===== src/rtl/line_edge_detector_core_defines.svh =====
// Assertion macros for the line edge detector.
`ifndef LINE_EDGE_DETECTOR_CORE_DEFINES_SVH
`define LINE_EDGE_DETECTOR_CORE_DEFINES_SVH

`ifndef SYNTHESIS
`define LDE_ASSERT_IMP(lbl, ante, cons) \
    lbl: assert property (@(posedge i_clk) disable iff (!i_rst_n) (ante) |-> (cons)) \
        else $error("lde: same-cycle check failed");
`define LDE_ASSERT_NXT(lbl, ante, cons) \
    lbl: assert property (@(posedge i_clk) disable iff (!i_rst_n) (ante) |=> (cons)) \
        else $error("lde: next-cycle check failed");
`else
`define LDE_ASSERT_IMP(lbl, ante, cons)
`define LDE_ASSERT_NXT(lbl, ante, cons)
`endif

`endif


===== src/rtl/lde_pkg.sv =====
package lde_pkg;

    localparam int PIX_W   = 8;
    localparam int INDEX_W = 12;
    localparam int POS_W   = 11;
    localparam int THR_W   = 8;
    localparam int DIST_W  = 5;
    localparam int ADDR_W  = 4;
    localparam int APB_W   = 32;

    localparam logic [INDEX_W-1:0] INDEX_MAX = '1;

    localparam logic [1:0] REG_EDGE_THR = 2'd0;
    localparam logic [1:0] REG_HOLD_THR = 2'd1;
    localparam logic [1:0] REG_DIST     = 2'd2;
    localparam logic [1:0] REG_WIDTH    = 2'd3;

    localparam logic [THR_W-1:0]   RST_EDGE_THR = 8'd20;
    localparam logic [THR_W-1:0]   RST_HOLD_THR = 8'd12;
    localparam logic [DIST_W-1:0]  RST_DIST     = 5'd4;
    localparam logic [INDEX_W-1:0] RST_WIDTH    = 12'd636;

    localparam logic [1:0] SKIP_AFTER_EDGE = 2'd2;

endpackage


===== src/rtl/line_edge_detector_core.sv =====
// Channel   | Direction | Payload
// ----------+-----------+------------------------------------------------------
// s_axis    | in        | tdata[7:0] pixel; tuser[0] line_begin
// m_axis    | out       | tdata[10:0] position; tuser[0] is_line_start, [1] falling
// APB       | in        | 4 registers at 0x0/0x4/0x8/0xC, 32-bit data
//
// One word per cycle sustained while the result is not stalled.
// Stage 1 registers the input word; stage 2 does subtract, compares and the
// mode update and loads the result register.
// A stalled result holds the pipe only while stage 1 is full; a word that
// gives no result never reaches the output.
// Synchronous active-low reset; the four APB registers come up at their defaults.
`include "line_edge_detector_core_defines.svh"

module line_edge_detector_core #(
    parameter int MAX_DISTANCE = 16,
    parameter int MAX_LINE     = 2048
) (
    input  logic                          i_clk,
    input  logic                          i_rst_n,
    input  logic                          s_axis_tvalid,
    output logic                          s_axis_tready,
    input  logic [7:0]                    s_axis_tdata,   // [7:0] pixel
    input  logic                          s_axis_tuser,   // [0] line_begin
    output logic                          m_axis_tvalid,
    input  logic                          m_axis_tready,
    output logic [15:0]                   m_axis_tdata,   // [10:0] position, rest zero
    output logic [1:0]                    m_axis_tuser,   // [0] is_line_start, [1] falling
    input  logic                          psel,
    input  logic                          penable,
    input  logic                          pwrite,
    input  logic [lde_pkg::ADDR_W-1:0]    paddr,
    input  logic [lde_pkg::APB_W-1:0]     pwdata,
    output logic [lde_pkg::APB_W-1:0]     prdata,
    output logic                          pready
);
    import lde_pkg::*;

    localparam int AW = (MAX_DISTANCE > 1) ? $clog2(MAX_DISTANCE) : 1;
    localparam int LW = INDEX_W + 1;

    typedef enum logic [1:0] {
        MODE_IDLE = 2'd0,
        MODE_FALL = 2'd1,
        MODE_RISE = 2'd2
    } t_mode;

    logic [THR_W-1:0]   r_edge_thr;
    logic [THR_W-1:0]   r_hold_thr;
    logic [DIST_W-1:0]  r_dist;
    logic [INDEX_W-1:0] r_width;

    logic               r_in_valid;
    logic [PIX_W-1:0]   r_in_pixel;
    logic               r_in_begin;

    logic [PIX_W-1:0]   r_taps [MAX_DISTANCE];
    t_mode              r_mode;
    logic [1:0]         r_skip;
    logic [INDEX_W-1:0] r_index;

    logic               r_out_valid;
    logic               r_out_start;
    logic               r_out_fall;
    logic [POS_W-1:0]   r_out_pos;

    logic               adv;
    logic               fire;
    logic               cfg_wr;
    logic [INDEX_W-1:0] d_eff;
    logic [LW-1:0]      w_eff;
    logic [INDEX_W-1:0] j;
    logic [AW-1:0]      tap_sel;
    logic signed [9:0]  diff;
    logic signed [9:0]  et_s;
    logic signed [9:0]  ht_s;
    logic               eval;
    logic               report;
    logic               rep_fall;
    t_mode              n_mode;
    logic [1:0]         n_skip;
    logic [INDEX_W-1:0] n_index;
    logic               n_res;
    logic [POS_W-1:0]   n_pos;

    assign adv           = !r_out_valid || m_axis_tready;
    assign fire          = r_in_valid && adv;
    assign s_axis_tready = !r_in_valid || adv;
    assign cfg_wr        = psel && penable && pwrite && pready;
    assign pready        = 1'b1;

    always_comb begin
        case (paddr[3:2])
            REG_EDGE_THR: prdata = APB_W'(r_edge_thr);
            REG_HOLD_THR: prdata = APB_W'(r_hold_thr);
            REG_DIST:     prdata = APB_W'(r_dist);
            REG_WIDTH:    prdata = APB_W'(r_width);
            default:      prdata = '0;
        endcase
    end

    always_comb begin
        if (r_dist == '0) begin
            d_eff = INDEX_W'(1);
        end else if (INDEX_W'(r_dist) > INDEX_W'(MAX_DISTANCE)) begin
            d_eff = INDEX_W'(MAX_DISTANCE);
        end else begin
            d_eff = INDEX_W'(r_dist);
        end
        w_eff   = ({1'b0, r_width} > LW'(MAX_LINE)) ? LW'(MAX_LINE) : {1'b0, r_width};
        j       = r_in_begin ? '0 : r_index;
        tap_sel = AW'(d_eff - INDEX_W'(1));
        diff    = $signed({2'b00, r_in_pixel}) - $signed({2'b00, r_taps[tap_sel]});
        et_s    = $signed({2'b00, r_edge_thr});
        ht_s    = $signed({2'b00, r_hold_thr});
        eval    = !r_in_begin && (j >= d_eff) && ({1'b0, j} < w_eff);
        n_pos   = POS_W'(j - d_eff);
        n_index = (j < INDEX_MAX) ? j + INDEX_W'(1) : INDEX_MAX;

        report   = 1'b0;
        rep_fall = 1'b0;
        n_mode   = r_in_begin ? MODE_IDLE : r_mode;
        n_skip   = r_in_begin ? 2'd0 : r_skip;
        if (eval) begin
            if (r_skip != 2'd0) begin
                n_skip = r_skip - 2'd1;
            end else begin
                case (r_mode)
                    MODE_FALL: begin
                        if (diff > -ht_s) begin
                            n_mode = MODE_IDLE;
                        end else if (diff >= et_s) begin
                            report = 1'b1;
                        end
                    end
                    MODE_RISE: begin
                        if (diff < ht_s) begin
                            n_mode = MODE_IDLE;
                        end else if (diff <= -et_s) begin
                            report   = 1'b1;
                            rep_fall = 1'b1;
                        end
                    end
                    default: begin
                        if (diff <= -et_s) begin
                            report   = 1'b1;
                            rep_fall = 1'b1;
                        end else if (diff >= et_s) begin
                            report = 1'b1;
                        end
                    end
                endcase
            end
        end
        if (report) begin
            n_mode = rep_fall ? MODE_FALL : MODE_RISE;
            n_skip = SKIP_AFTER_EDGE;
        end
        n_res = r_in_begin || report;
    end

    always_ff @(posedge i_clk) begin
        if (!i_rst_n) begin
            r_edge_thr  <= RST_EDGE_THR;
            r_hold_thr  <= RST_HOLD_THR;
            r_dist      <= RST_DIST;
            r_width     <= RST_WIDTH;
            r_in_valid  <= 1'b0;
            r_mode      <= MODE_IDLE;
            r_skip      <= 2'd0;
            r_index     <= '0;
            r_out_valid <= 1'b0;
        end else begin
            if (cfg_wr) begin
                case (paddr[3:2])
                    REG_EDGE_THR: r_edge_thr <= pwdata[THR_W-1:0];
                    REG_HOLD_THR: r_hold_thr <= pwdata[THR_W-1:0];
                    REG_DIST:     r_dist     <= pwdata[DIST_W-1:0];
                    REG_WIDTH:    r_width    <= pwdata[INDEX_W-1:0];
                    default:      r_width    <= r_width;
                endcase
            end
            if (s_axis_tready) begin
                r_in_valid <= s_axis_tvalid;
            end
            if (fire) begin
                r_mode  <= n_mode;
                r_skip  <= n_skip;
                r_index <= n_index;
            end
            if (adv) begin
                r_out_valid <= r_in_valid && n_res;
            end
        end
    end

    always_ff @(posedge i_clk) begin
        if (s_axis_tvalid && s_axis_tready) begin
            r_in_pixel <= s_axis_tdata;
            r_in_begin <= s_axis_tuser;
        end
        if (fire) begin
            r_taps[0] <= r_in_pixel;
            for (int k = 1; k < MAX_DISTANCE; k++) begin
                r_taps[k] <= r_taps[k-1];
            end
        end
        if (fire && n_res) begin
            r_out_start <= r_in_begin;
            r_out_fall  <= r_in_begin ? 1'b0 : rep_fall;
            r_out_pos   <= r_in_begin ? '0 : n_pos;
        end
    end

    assign m_axis_tvalid = r_out_valid;
    assign m_axis_tdata  = 16'(r_out_pos);
    assign m_axis_tuser  = {r_out_fall, r_out_start};

    `LDE_ASSERT_IMP(a_skip_in_edge, r_skip != 2'd0, r_mode == MODE_FALL || r_mode == MODE_RISE)
    `LDE_ASSERT_IMP(a_start_clean, r_out_valid && r_out_start, !r_out_fall && r_out_pos == '0)
    `LDE_ASSERT_IMP(a_ready_stall, !s_axis_tready, r_out_valid && !m_axis_tready && r_in_valid)
    `LDE_ASSERT_NXT(a_begin_token, fire && r_in_begin, r_out_valid && r_out_start)

endmodule

===== config.mk =====
export PLATFORM = sky130hd
export DESIGN_NAME = line_edge_detector_core
export DESIGN_NICKNAME = d
export VERILOG_FILES = /design/src/rtl/lde_pkg.sv /design/src/rtl/line_edge_detector_core.sv
export VERILOG_INCLUDE_DIRS = /design/src /design/src/rtl
export SDC_FILE = /design/constraint.sdc
export NUM_CORES = 1
export LEC_CHECK = 0
export BUFFER_PORTS_ARGS = -buffer_cell sky130_fd_sc_hd__buf_4
export CORE_ASPECT_RATIO = 1.25
export CORE_MARGIN = 2
export CORE_UTILIZATION = 30
export CTS_CLUSTER_DIAMETER = 50
export DETAILED_ROUTE_END_ITERATION = 6
export MAX_ROUTING_LAYER = met4
export PLACE_DENSITY_LB_ADDON = 0.15
export SLEW_MARGIN = 0
export SYNTH_ARGS = -nofsm -noshare
export SYNTH_HDL_FRONTEND = slang
export SYNTH_SLANG_ARGS = --single-unit

===== constraint.sdc =====
create_clock -name i_clk -period 9.65 [get_ports i_clk]
set_input_delay 0.4825 -clock i_clk [delete_from_list [all_inputs] [get_ports i_clk]]
set_output_delay 0.4825 -clock i_clk [all_outputs]
set_load 0.01 [all_outputs]

==> results.py, run 1 <==
metrics = {
    "status": {
        "outcome": "completed",
    },
    "cts": {
        "cts_tree": "done",
        "cts_resized": 0,
        "cts_buffer_depth": 3,
        "clk_pin_slew_ns": 0.06,
        "cts_hold_buf": 0,
        "clkSinkCount": 201,
        "htreeDepth": 1,
        "clkLatencyLatePin_ns": 0.52,
        "cts_setup_buffers": 0,
        "numCtsBuffers": 27,
        "cts_root_buffer": "clkbuf_16",
    },
    "floorplanning": {
        "die_x_um": 170,
        "chipHeight_um": 211,
        "start_util": 0.306,
        "rows": 75,
        "die_area_um2": 35900,
        "num_io_pins": 105,
        "coreArea_um2": 33700,
    },
    "routing": {
        "postRouteAntennaNets": 0,
        "drtIter0Drc": 393,
        "via_per_inst": 4.93,
        "firstDrtPassIters": 4,
        "wl_um": 23200,
        "routedWlPerCell_um": 17.6,
        "num_vias": 6511,
        "drc": 0,
    },
    "setup_path": {
        "required_ns": 9.87,
        "timing.rr.start": "r_dist[1]",
        "end_kind": "register",
        "critPathMaxFanout": 20,
        "crit_type": "reg2reg",
        "startpoint": "r_dist[1]",
        "worst_setup_path_start_kind": "register",
        "worstPathArrival_ns": 7.21,
    },
    "yosys": {
        "synth_area_um2": 10300,
        "synth.area.top_cells": "edfxtp_1 (44%), dfxtp_1 (9.9%), mux4_2 (9.8%), ha_1 (7.0%), mux2i_1 (2.2%)",
        "synth_top_area_frac": 0.437,
        "synth_cell_type_count": 70,
        "synth.most_common_cell": "edfxtp_1",
        "syn_area_per_cell_um2": 12.6,
        "ys_seq_area_frac": 0.536,
        "synth_flop_cell": "edfxtp_1",
        "syn_inst": 819,
        "async_reset_ff_frac": 0,
        "synth_commonest_cells": "edfxtp_1 (150), nand2_1 (60), ha_1 (58)",
        "ys_warn_count": 0,
        "synth_top_area_cell": "edfxtp_1",
        "synth_seq_cells": 201,
        "synth_edf_count": 150,
    },
    "power": {
        "worst_ir_drop_vdd_mv": 0.0887,
        "leakage_uw": 0.00457,
        "powerDensity_nw_per_um2": 190,
    },
    "place": {
        "place.gp.congestion": 0.793,
        "io_buffer_count": 56,
        "hpwl_um": 16300,
        "preCtsSetupSlack_ns": 2.52,
    },
    "sta": {
        "fin_crit_sh": 0.724,
        "setup_tns_ns": 0,
        "min_period_ns": 6.99,
        "tightest_slew_ns": 1.03,
        "fmax_ghz": 0.143,
        "grt_setup_unrepaired": "no",
        "final-hold-violation-count": 0,
        "fin_ws_ns": 2.66,
        "clock_skew_ns": 0.0169,
        "slew-limit-headroom": 0.314,
        "final_max_slew_viol_count": 0,
        "finalSetupViolations": 0,
        "hold_ws_ns": 0.137,
    },
    "finish": {
        "nets": 991,
        "antennaDiodeCount": 0,
        "fin_util": 0.356,
        "areaGrowthSynthToFinish_pct": 16.2,
        "fillers": 3297,
        "drive_gt1_frac": 0.198,
    },
    "global_route": {
        "grt_util_all_layers": 0.135,
        "grt_first_pass_wirelength_um": 37000,
        "grt_overflow": 0,
        "grt_start_max_net_pins": 81,
        "antenna_found_initial": 0,
        "grt_pass1_vias": 6666,
    },
    "min_path": {
        "worstHoldStart": "s_axis_tdata[0]",
        "hold_path.class": "in2reg",
    },
    "job": {
        "maxCapViolCount": 0,
    },
}
## kinds of logic after synthesis
family,share of synthesized area
and+or+nand+nor,0.107
DFF,0.536
AOI/OAI and AO/OA,0.0779
buffers and inverters,0.0497
muxes,0.122
adders and majority gates,0.0773
xor gates and xnor gates,0.0294
other,0.000728
## critical path, stage by stage, from the launching register on
cell and delay [ns]:
dfxtp_1 0.35, nor3_1 0.19, nor2_1 0.05, nor2_1 0.58
inv_1 0.14, ha_2 0.64, buf_4 0.45, mux4_2 0.57
mux4_2 0.50, inv_1 0.07, ha_1 0.28, o21ai_0 0.15
o21bai_1 0.20, a21oi_1 0.11, xnor2_1 0.43, ha_1 0.22
nand2_1 0.04, nor3_1 0.14, o311a_1 0.24, a32o_1 0.21
nor3_1 0.05, or4_4 0.59, a31oi_1 0.19, buf_4 0.24
## through the flow
step,cell area [µm²],instances,total power (µW)
2_1_floorplan,10400,843,1240
3_3_place_gp,11100,1273,1320
3_5_place_dp,11100,1273,1320
4_1_cts,12000,1322,2310
5_1_grt,12000,1322,2380
6_report,12000,1322,2270
## power breakdown
group          leakage, µW  switching (µW)  internal, µW
Sequential         0.00182            20.0           969
Combinational      0.00232             176           137
Clock             0.000431             377           595
Total              0.00457             572          1700
## final cells by class
| cell class | instances | area (µm²) | share of cell area |
|---|---|---|---|
| flip-flops and latches | 201 | 5530 | 0.461 |
| clock buffers | 36 | 738 | 0.0616 |
| well taps | 423 | 529 | 0.0442 |
| clock inverters | 13 | 144 | 0.0120 |
| repair buffers | 66 | 495 | 0.0413 |
| multi-input cells | 534 | 4370 | 0.364 |
| inverters | 49 | 186 | 0.0156 |
## layout by cell type (no fill, tap or decap), types with 5 or more instances in the layout
cell type / instances
edfxtp_1: 150
a21oi_1: 31
nand2b_1: 5
a21o_1: 6
nand2_1: 60
a31oi_1: 7
o21ai_0: 28
and3_1: 11
o21a_1: 5
dfxtp_1: 51
ha_1: 57
mux4_2: 45
nor2b_1: 14
nor3_1: 19
clkbuf_16: 27
conb_1: 26
nand4_1: 8
a211oi_1: 6
xnor2_1: 20
nand3_1: 19
mux2i_1: 23
buf_4: 66
xor2_1: 10
inv_1: 48
nor2_1: 57
clkbuf_4: 5
## sequential cells by signal, summed over array words and instances, names as in the netlist
signal,count
r_out_fall,1
r_taps,128
r_hold_thr,8
r_out_start,1
r_index,12
r_dist,5
r_in_pixel,8
r_skip,2
r_width,12
r_mode,2
r_in_valid,1
r_edge_thr,8
r_out_pos,11
r_in_begin,1
m_axis_tvalid,1
## final timing paths
check                       end  slack (ns)  cells after the start
hold reg to reg    r_taps[2][4]        0.44                      0
hold / removal    r_in_pixel[0]        0.14                      1
setup / recovery   r_out_pos[4]        2.66                     23
setup reg to reg   r_out_pos[4]        2.66                     23
## metal layers
layer,GRT usage,routed length (µm),vias up
li1,-,-,3138
met1,0.166,10100,3221
met2,0.231,11800,118
met3,0.0193,849,34
met4,0.0392,491,0
met5,-,0,-
Power figures use the tool's default switching activity.
==> run 2, diff against run 1 <==
clock period = 5.6 ns   (was 9.65 ns; I/O delays follow)
==> results.py, run 2 (same netlist as run 1, synthesis figures left out) <==
metrics = {
    "sta": {
        "fin_crit_sh": 0.958,
        "min_period_ns": 5.37,
        "final-hold-violation-count": 0,
        "final_max_slew_viol_count": 0,
        "fin_ws_ns": 0.234,
        "fmax_ghz": 0.186,
        "setup_tns_ns": 0,
        "clock_skew_ns": 0.00937,
        "slew-limit-headroom": 0.287,
        "tightest_slew_ns": 1.07,
        "grt_setup_unrepaired": "no",
        "finalSetupViolations": 0,
    },
    "min_path": {
        "hold-path-endpoint": "r_width[1]",
        "worstHoldStart": "pwdata[1]",
        "worst_hold_path.num_cells": 3,
        "hold_path.class": "in2reg",
    },
    "global_route": {
        "grt_start_max_net_pins": 63,
        "antenna_found_initial": 0,
        "grt_overflow": 0,
        "grt_first_pass_wirelength_um": 38600,
        "grt_pass1_vias": 7013,
        "grt_util_all_layers": 0.142,
    },
    "setup_path": {
        "rrSetupSlack_ns": 0.23,
        "r2r-end": "r_out_pos[0]",
        "end_kind": "register",
        "timing.rr.start": "r_dist[1]",
        "worstPathArrival_ns": 5.61,
        "required_ns": 5.84,
        "crit_type": "reg2reg",
        "critPathMaxFanout": 13,
        "reg2reg_depth": 20,
        "worst_setup_path_start_kind": "register",
    },
    "finish": {
        "final_cell_mix": "edfxtp_1 (150), buf_4 (96), nand2_1 (60)",
        "largest_reg_flops": 128,
        "areaGrowthSynthToFinish_pct": 23.1,
        "antennaDiodeCount": 0,
        "layout_commonest_cell": "edfxtp_1",
        "nets": 1045,
        "top_regs": "r_taps: 128 flops, r_index: 12 flops, r_width: 12 flops",
        "regMostFlops": "r_taps",
        "drive_gt1_frac": 0.243,
        "fin_util": 0.377,
    },
    "power": {
        "powerDensity_nw_per_um2": 326,
        "leakage_uw": 0.00488,
        "worst_ir_drop_vdd_mv": 0.244,
    },
    "routing": {
        "drtIter0Drc": 376,
        "wl_um": 24200,
        "drc": 0,
        "via_per_inst": 4.92,
        "num_vias": 6751,
        "firstDrtPassIters": 4,
        "routedWlPerCell_um": 17.6,
        "postRouteAntennaNets": 0,
    },
    "cts": {
        "numCtsBuffers": 27,
        "clkSinkCount": 201,
        "cts_root_buffer": "clkbuf_16",
        "clkLatencyLatePin_ns": 0.53,
        "htreeDepth": 1,
        "cts_buffer_depth": 3,
        "cts_tree": "done",
        "clk_pin_slew_ns": 0.06,
    },
    "place": {
        "preCtsSetupSlack_ns": 0.000391,
        "place.gp.congestion": 0.764,
        "hpwl_um": 16800,
        "io_buffer_count": 56,
    },
    "status": {
        "outcome": "completed",
    },
    "floorplanning": {
        "rows": 75,
        "die_x_um": 170,
        "coreArea_um2": 33700,
        "chipHeight_um": 211,
        "start_util": 0.306,
        "num_io_pins": 105,
        "die_area_um2": 35900,
    },
    "job": {
        "maxCapViolCount": 0,
    },
}
==> run 2: cell types whose count changed in the layout (fill, tap and decap cells not counted), sizes merged <==
| cell | previous run | this run |
|---|---|---|
| clkbuf | 36 | 31 |
| clkinvlp | 2 | 3 |
| buf | 66 | 99 |
| bufinv | 2 | 5 |
| clkinv | 7 | 3 |
| inv | 51 | 53 |
| dlygate4sd3 | 0 | 20 |
==> run 2: how the worst max path moves through the flow <==
stage,slack [ns],from,cells past startpoint,end
4_1_cts,0.04,r_dist[1],23,r_out_pos[0]
3_5_place_dp,0.0004,r_dist[1],22,r_out_pos[10]
6_report,0.23,r_dist[1],20,r_out_pos[0]
2_1_floorplan,0.01,r_dist[1],25,r_out_fall
5_1_grt,0.001,r_dist[1],21,r_out_start
3_3_place_gp,0.01,r_dist[1],22,r_out_pos[10]
==> run 2: cell type report <==
cell class              instances  area [µm²]
repair buffers                120        1010
clock inverters                15         235
flip-flops and latches        201        5530
multi-input cells             534        4530
inverters                      49         186
well taps                     423         529
clock buffers                  30         687
fillers                      3228       21000
==> run 2: metal layers <==
layer  vias up  global-route usage  wire length, µm
li1       3239                   -                -
met1      3362               0.179            10700
met2       118               0.241            12300
met3        32              0.0179              701
met4         0              0.0419              555
met5         -                   -                0
==> run 2: worst max-delay path, cell delays in order, from the launching register on <==
cell and delay [ns]:
dfxtp_1 0.31, nor3_2 0.16, nor2_1 0.09, nor2_4 0.13, inv_2 0.06, ha_4 0.36
clkbuf_16 0.19, mux4_2 0.49, mux4_2 0.49, inv_1 0.12, fa_2 0.47, buf_4 0.17
ha_1 0.30, a21oi_1 0.17, o31ai_1 0.11, a221o_1 0.31, a31oi_4 0.21, nor3_1 0.08
or4_4 0.45, a31oi_4 0.22, buf_12 0.17
==> run 2: metrics by stage <==
stage | total power (µW) | hold slack [ns] | instances | cell area, µm²
2_1_floorplan | 2150 | 0.379 | 843 | 10600
3_3_place_gp | 2330 | 0.422 | 1303 | 11400
3_5_place_dp | 2340 | 0.428 | 1303 | 11400
4_1_cts | 4170 | 0.0214 | 1368 | 12600
5_1_grt | 4340 | 0.0552 | 1372 | 12700
6_report | 4140 | 0.0454 | 1372 | 12700
==> run 2: report_power, final <==
group | leakage, µW | switching, µW | internal [µW]
Clock | 0.000441 | 675 | 1120
Combinational | 0.00261 | 329 | 305
Sequential | 0.00182 | 37.4 | 1670
==> run 2: what timing repair did <==
action,in CTS,in global routing
gates cloned,0,1
pin swaps,0,5
setup endpoints to repair,13,15
endpoints found under the hold margin,28,0
setup buffers,0,3
resized for setup,3,13
hold buffers,20,0
==> run 3, diff against run 2 <==
BUFFER_PORTS_ARGS = -buffer_cell sky130_fd_sc_hd__buf_2   (was -buffer_cell sky130_fd_sc_hd__buf_4)
CELL_PAD_IN_SITES_DETAIL_PLACEMENT = 0   (was default)
CELL_PAD_IN_SITES_GLOBAL_PLACEMENT = 1   (was default)
==> results.py, run 3 (same netlist as run 1, synthesis figures left out) <==
metrics = {
    "floorplanning": {
        "die_x_um": 170,
        "start_util": 0.306,
        "coreArea_um2": 33700,
        "die_area_um2": 35900,
        "chipHeight_um": 211,
        "rows": 75,
        "num_io_pins": 105,
    },
    "setup_path": {
        "cpPeakStageDelay_ns": 0.51,
        "worstPathArrival_ns": 5.71,
        "critPathMaxFanout": 6,
        "worstPathCellList": "nor3_2 -> nor2_2 -> nor2_4 -> inv_2 -> ha_4 -> buf_12 -> mux4_2 -> mux4_2 -> inv_2 -> ha_4 -> buf_4 -> xor2_4 -> buf_4 -> ha_1 -> maj3_2 -> a221o_1 -> a31oi_2 -> nor3_2 -> or4_4 -> a31oi_4 -> clkbuf_16",
        "worst_setup_path_start_kind": "register",
        "crit_type": "reg2reg",
        "slowest_stage": "mux4_2",
        "end_kind": "register",
        "required_ns": 5.88,
    },
    "sta": {
        "fin_crit_sh": 0.969,
        "min_period_ns": 5.43,
        "finalSetupViolations": 0,
        "slew-limit-headroom": 0.341,
        "final_max_slew_viol_count": 0,
        "fmax_ghz": 0.184,
        "clock_skew_ns": 0.0235,
        "grt_setup_unrepaired": "yes",
        "tightest_slew_ns": 0.987,
        "final-hold-violation-count": 0,
    },
    "routing": {
        "routedWlPerCell_um": 17.9,
        "wl_um": 25000,
        "firstDrtPassIters": 4,
        "drc": 0,
        "num_vias": 6730,
        "drtIter0Drc": 423,
        "postRouteAntennaNets": 0,
        "via_per_inst": 4.83,
    },
    "global_route": {
        "antenna_found_initial": 0,
        "grt_pass1_vias": 6866,
        "grt_overflow": 0,
        "grt_first_pass_wirelength_um": 38900,
        "grt_util_all_layers": 0.144,
        "grt_start_max_net_pins": 75,
    },
    "finish": {
        "fin_cells": 1394,
        "antennaDiodeCount": 0,
        "largest_reg_flops": 128,
        "areaGrowthSynthToFinish_pct": 23.6,
        "regMostFlops": "r_taps",
        "fin_util": 0.378,
        "layout_commonest_cell": "edfxtp_1",
        "nets": 1062,
        "final_cell_mix": "edfxtp_1 (150), nand2_1 (59), buf_2 (56)",
        "top_regs": "r_taps: 128 flops, r_index: 12 flops, r_width: 12 flops",
        "drive_gt1_frac": 0.269,
    },
    "power": {
        "worst_ir_drop_vdd_mv": 0.217,
        "pwr-share-comb": 0.164,
        "p_total_uw": 4090,
        "switching_share": 0.266,
        "powerDensity_nw_per_um2": 321,
        "clock_power_share": 0.418,
        "p_seq_frac": 0.417,
        "leakage_uw": 0.00493,
        "power.internal_uw": 3000,
        "p_switching_uw": 1090,
    },
    "place": {
        "io_buffer_count": 56,
        "dp_cells": 1319,
        "hpwl_um": 17500,
        "place.gp.congestion": 0.766,
    },
    "cts": {
        "cts_tree": "done",
        "cts_root_buffer": "clkbuf_16",
        "htreeDepth": 1,
        "clkSinkCount": 201,
        "numCtsBuffers": 29,
        "clk_pin_slew_ns": 0.06,
        "cts_buffer_depth": 3,
        "clkLatencyLatePin_ns": 0.56,
    },
    "status": {
        "outcome": "completed",
    },
    "job": {
        "maxCapViolCount": 0,
    },
    "min_path": {
        "hold_path.class": "in2reg",
    },
}
-- run 3: changes by cell type in the layout (fill, tap and decap cells not counted), sizes merged --
| cell | change |
|---|---|
| clkbuf | +2 |
| bufinv | -4 |
| dlygate4sd3 | -3 |
| buf | +17 |
| clkinv | +8 |
| inv | +2 |
-- run 3: power groups by stage --
stage	clock [µW]	sequential (µW)	combinational, µW
after floorplan	0	1730	424
after global placement	0	1740	623
after detailed placement	0	1740	624
after CTS	1770	1710	638
after global routing	1830	1710	749
final	1710	1710	671
-- run 3: routing by layer --
metal  track usage  wire [µm]
met5             -          0
met2         0.239      12400
met4        0.0433        519
met3        0.0219        899
met1         0.183      11200
-- run 3: through the flow --
| step | area, µm² | hold slack, ns | TNS [ns] | setup slack, ns |
|---|---|---|---|---|
| 2_1_floorplan | 10600 | 0.379 | 0 | 0.0109 |
| 4_1_cts | 12500 | 0.0174 | 0 | 0.000838 |
| 5_1_grt | 12700 | 0.0255 | -0.460 | -0.0540 |
| 3_3_place_gp | 11400 | 0.423 | -0.822 | -0.0637 |
| 3_5_place_dp | 11400 | 0.430 | 0 | 0.00448 |
| 6_report | 12700 | 0.0375 | 0 | 0.175 |
-- run 3: cell type report --
type / instances / area (µm²)
clock buffers: 31 / 733
clock inverters: 21 / 169
fillers: 3276 / 20900
inverters: 49 / 186
multi-input cells: 534 / 4580
flip-flops and latches: 201 / 5530
well taps: 423 / 529
repair buffers: 135 / 1010
-- run 3: worst max-delay path, delay by kind of cell (launching register included) --
family / cells / cell delay, ns
adders and majority gates: 4 / 1.06
DFF: 1 / 0.32
buffers and inverters: 6 / 0.81
muxes: 2 / 0.99
and+or+nand+nor: 5 / 0.92
AOI/OAI and AO/OA: 3 / 0.83
xor gates and xnor gates: 1 / 0.20
-- run 3: what timing repair did --
| action | 4_1_cts | 5_1_grt |
|---|---|---|
| endpoints found under the hold margin | 21 | 0 |
| endpoints found under the setup margin | 13 | 15 |
| gates resized for setup | 0 | 26 |
| buffers inserted | 0 | 5 |
| pin swaps | 1 | 9 |
| gates cloned | 0 | 2 |
| hold buffers | 17 | 0 |
-- run 3: worst paths after layout --
check / start / endpoint / slack, ns / cells past startpoint
min reg2reg: r_taps[7][4] / r_taps[8][4] / 0.44 / 0
max reg2reg: r_dist[1] / r_out_pos[6] / 0.17 / 21
max: r_dist[1] / r_out_pos[6] / 0.17 / 21
min: pwdata[0] / r_width[0] / 0.04 / 3
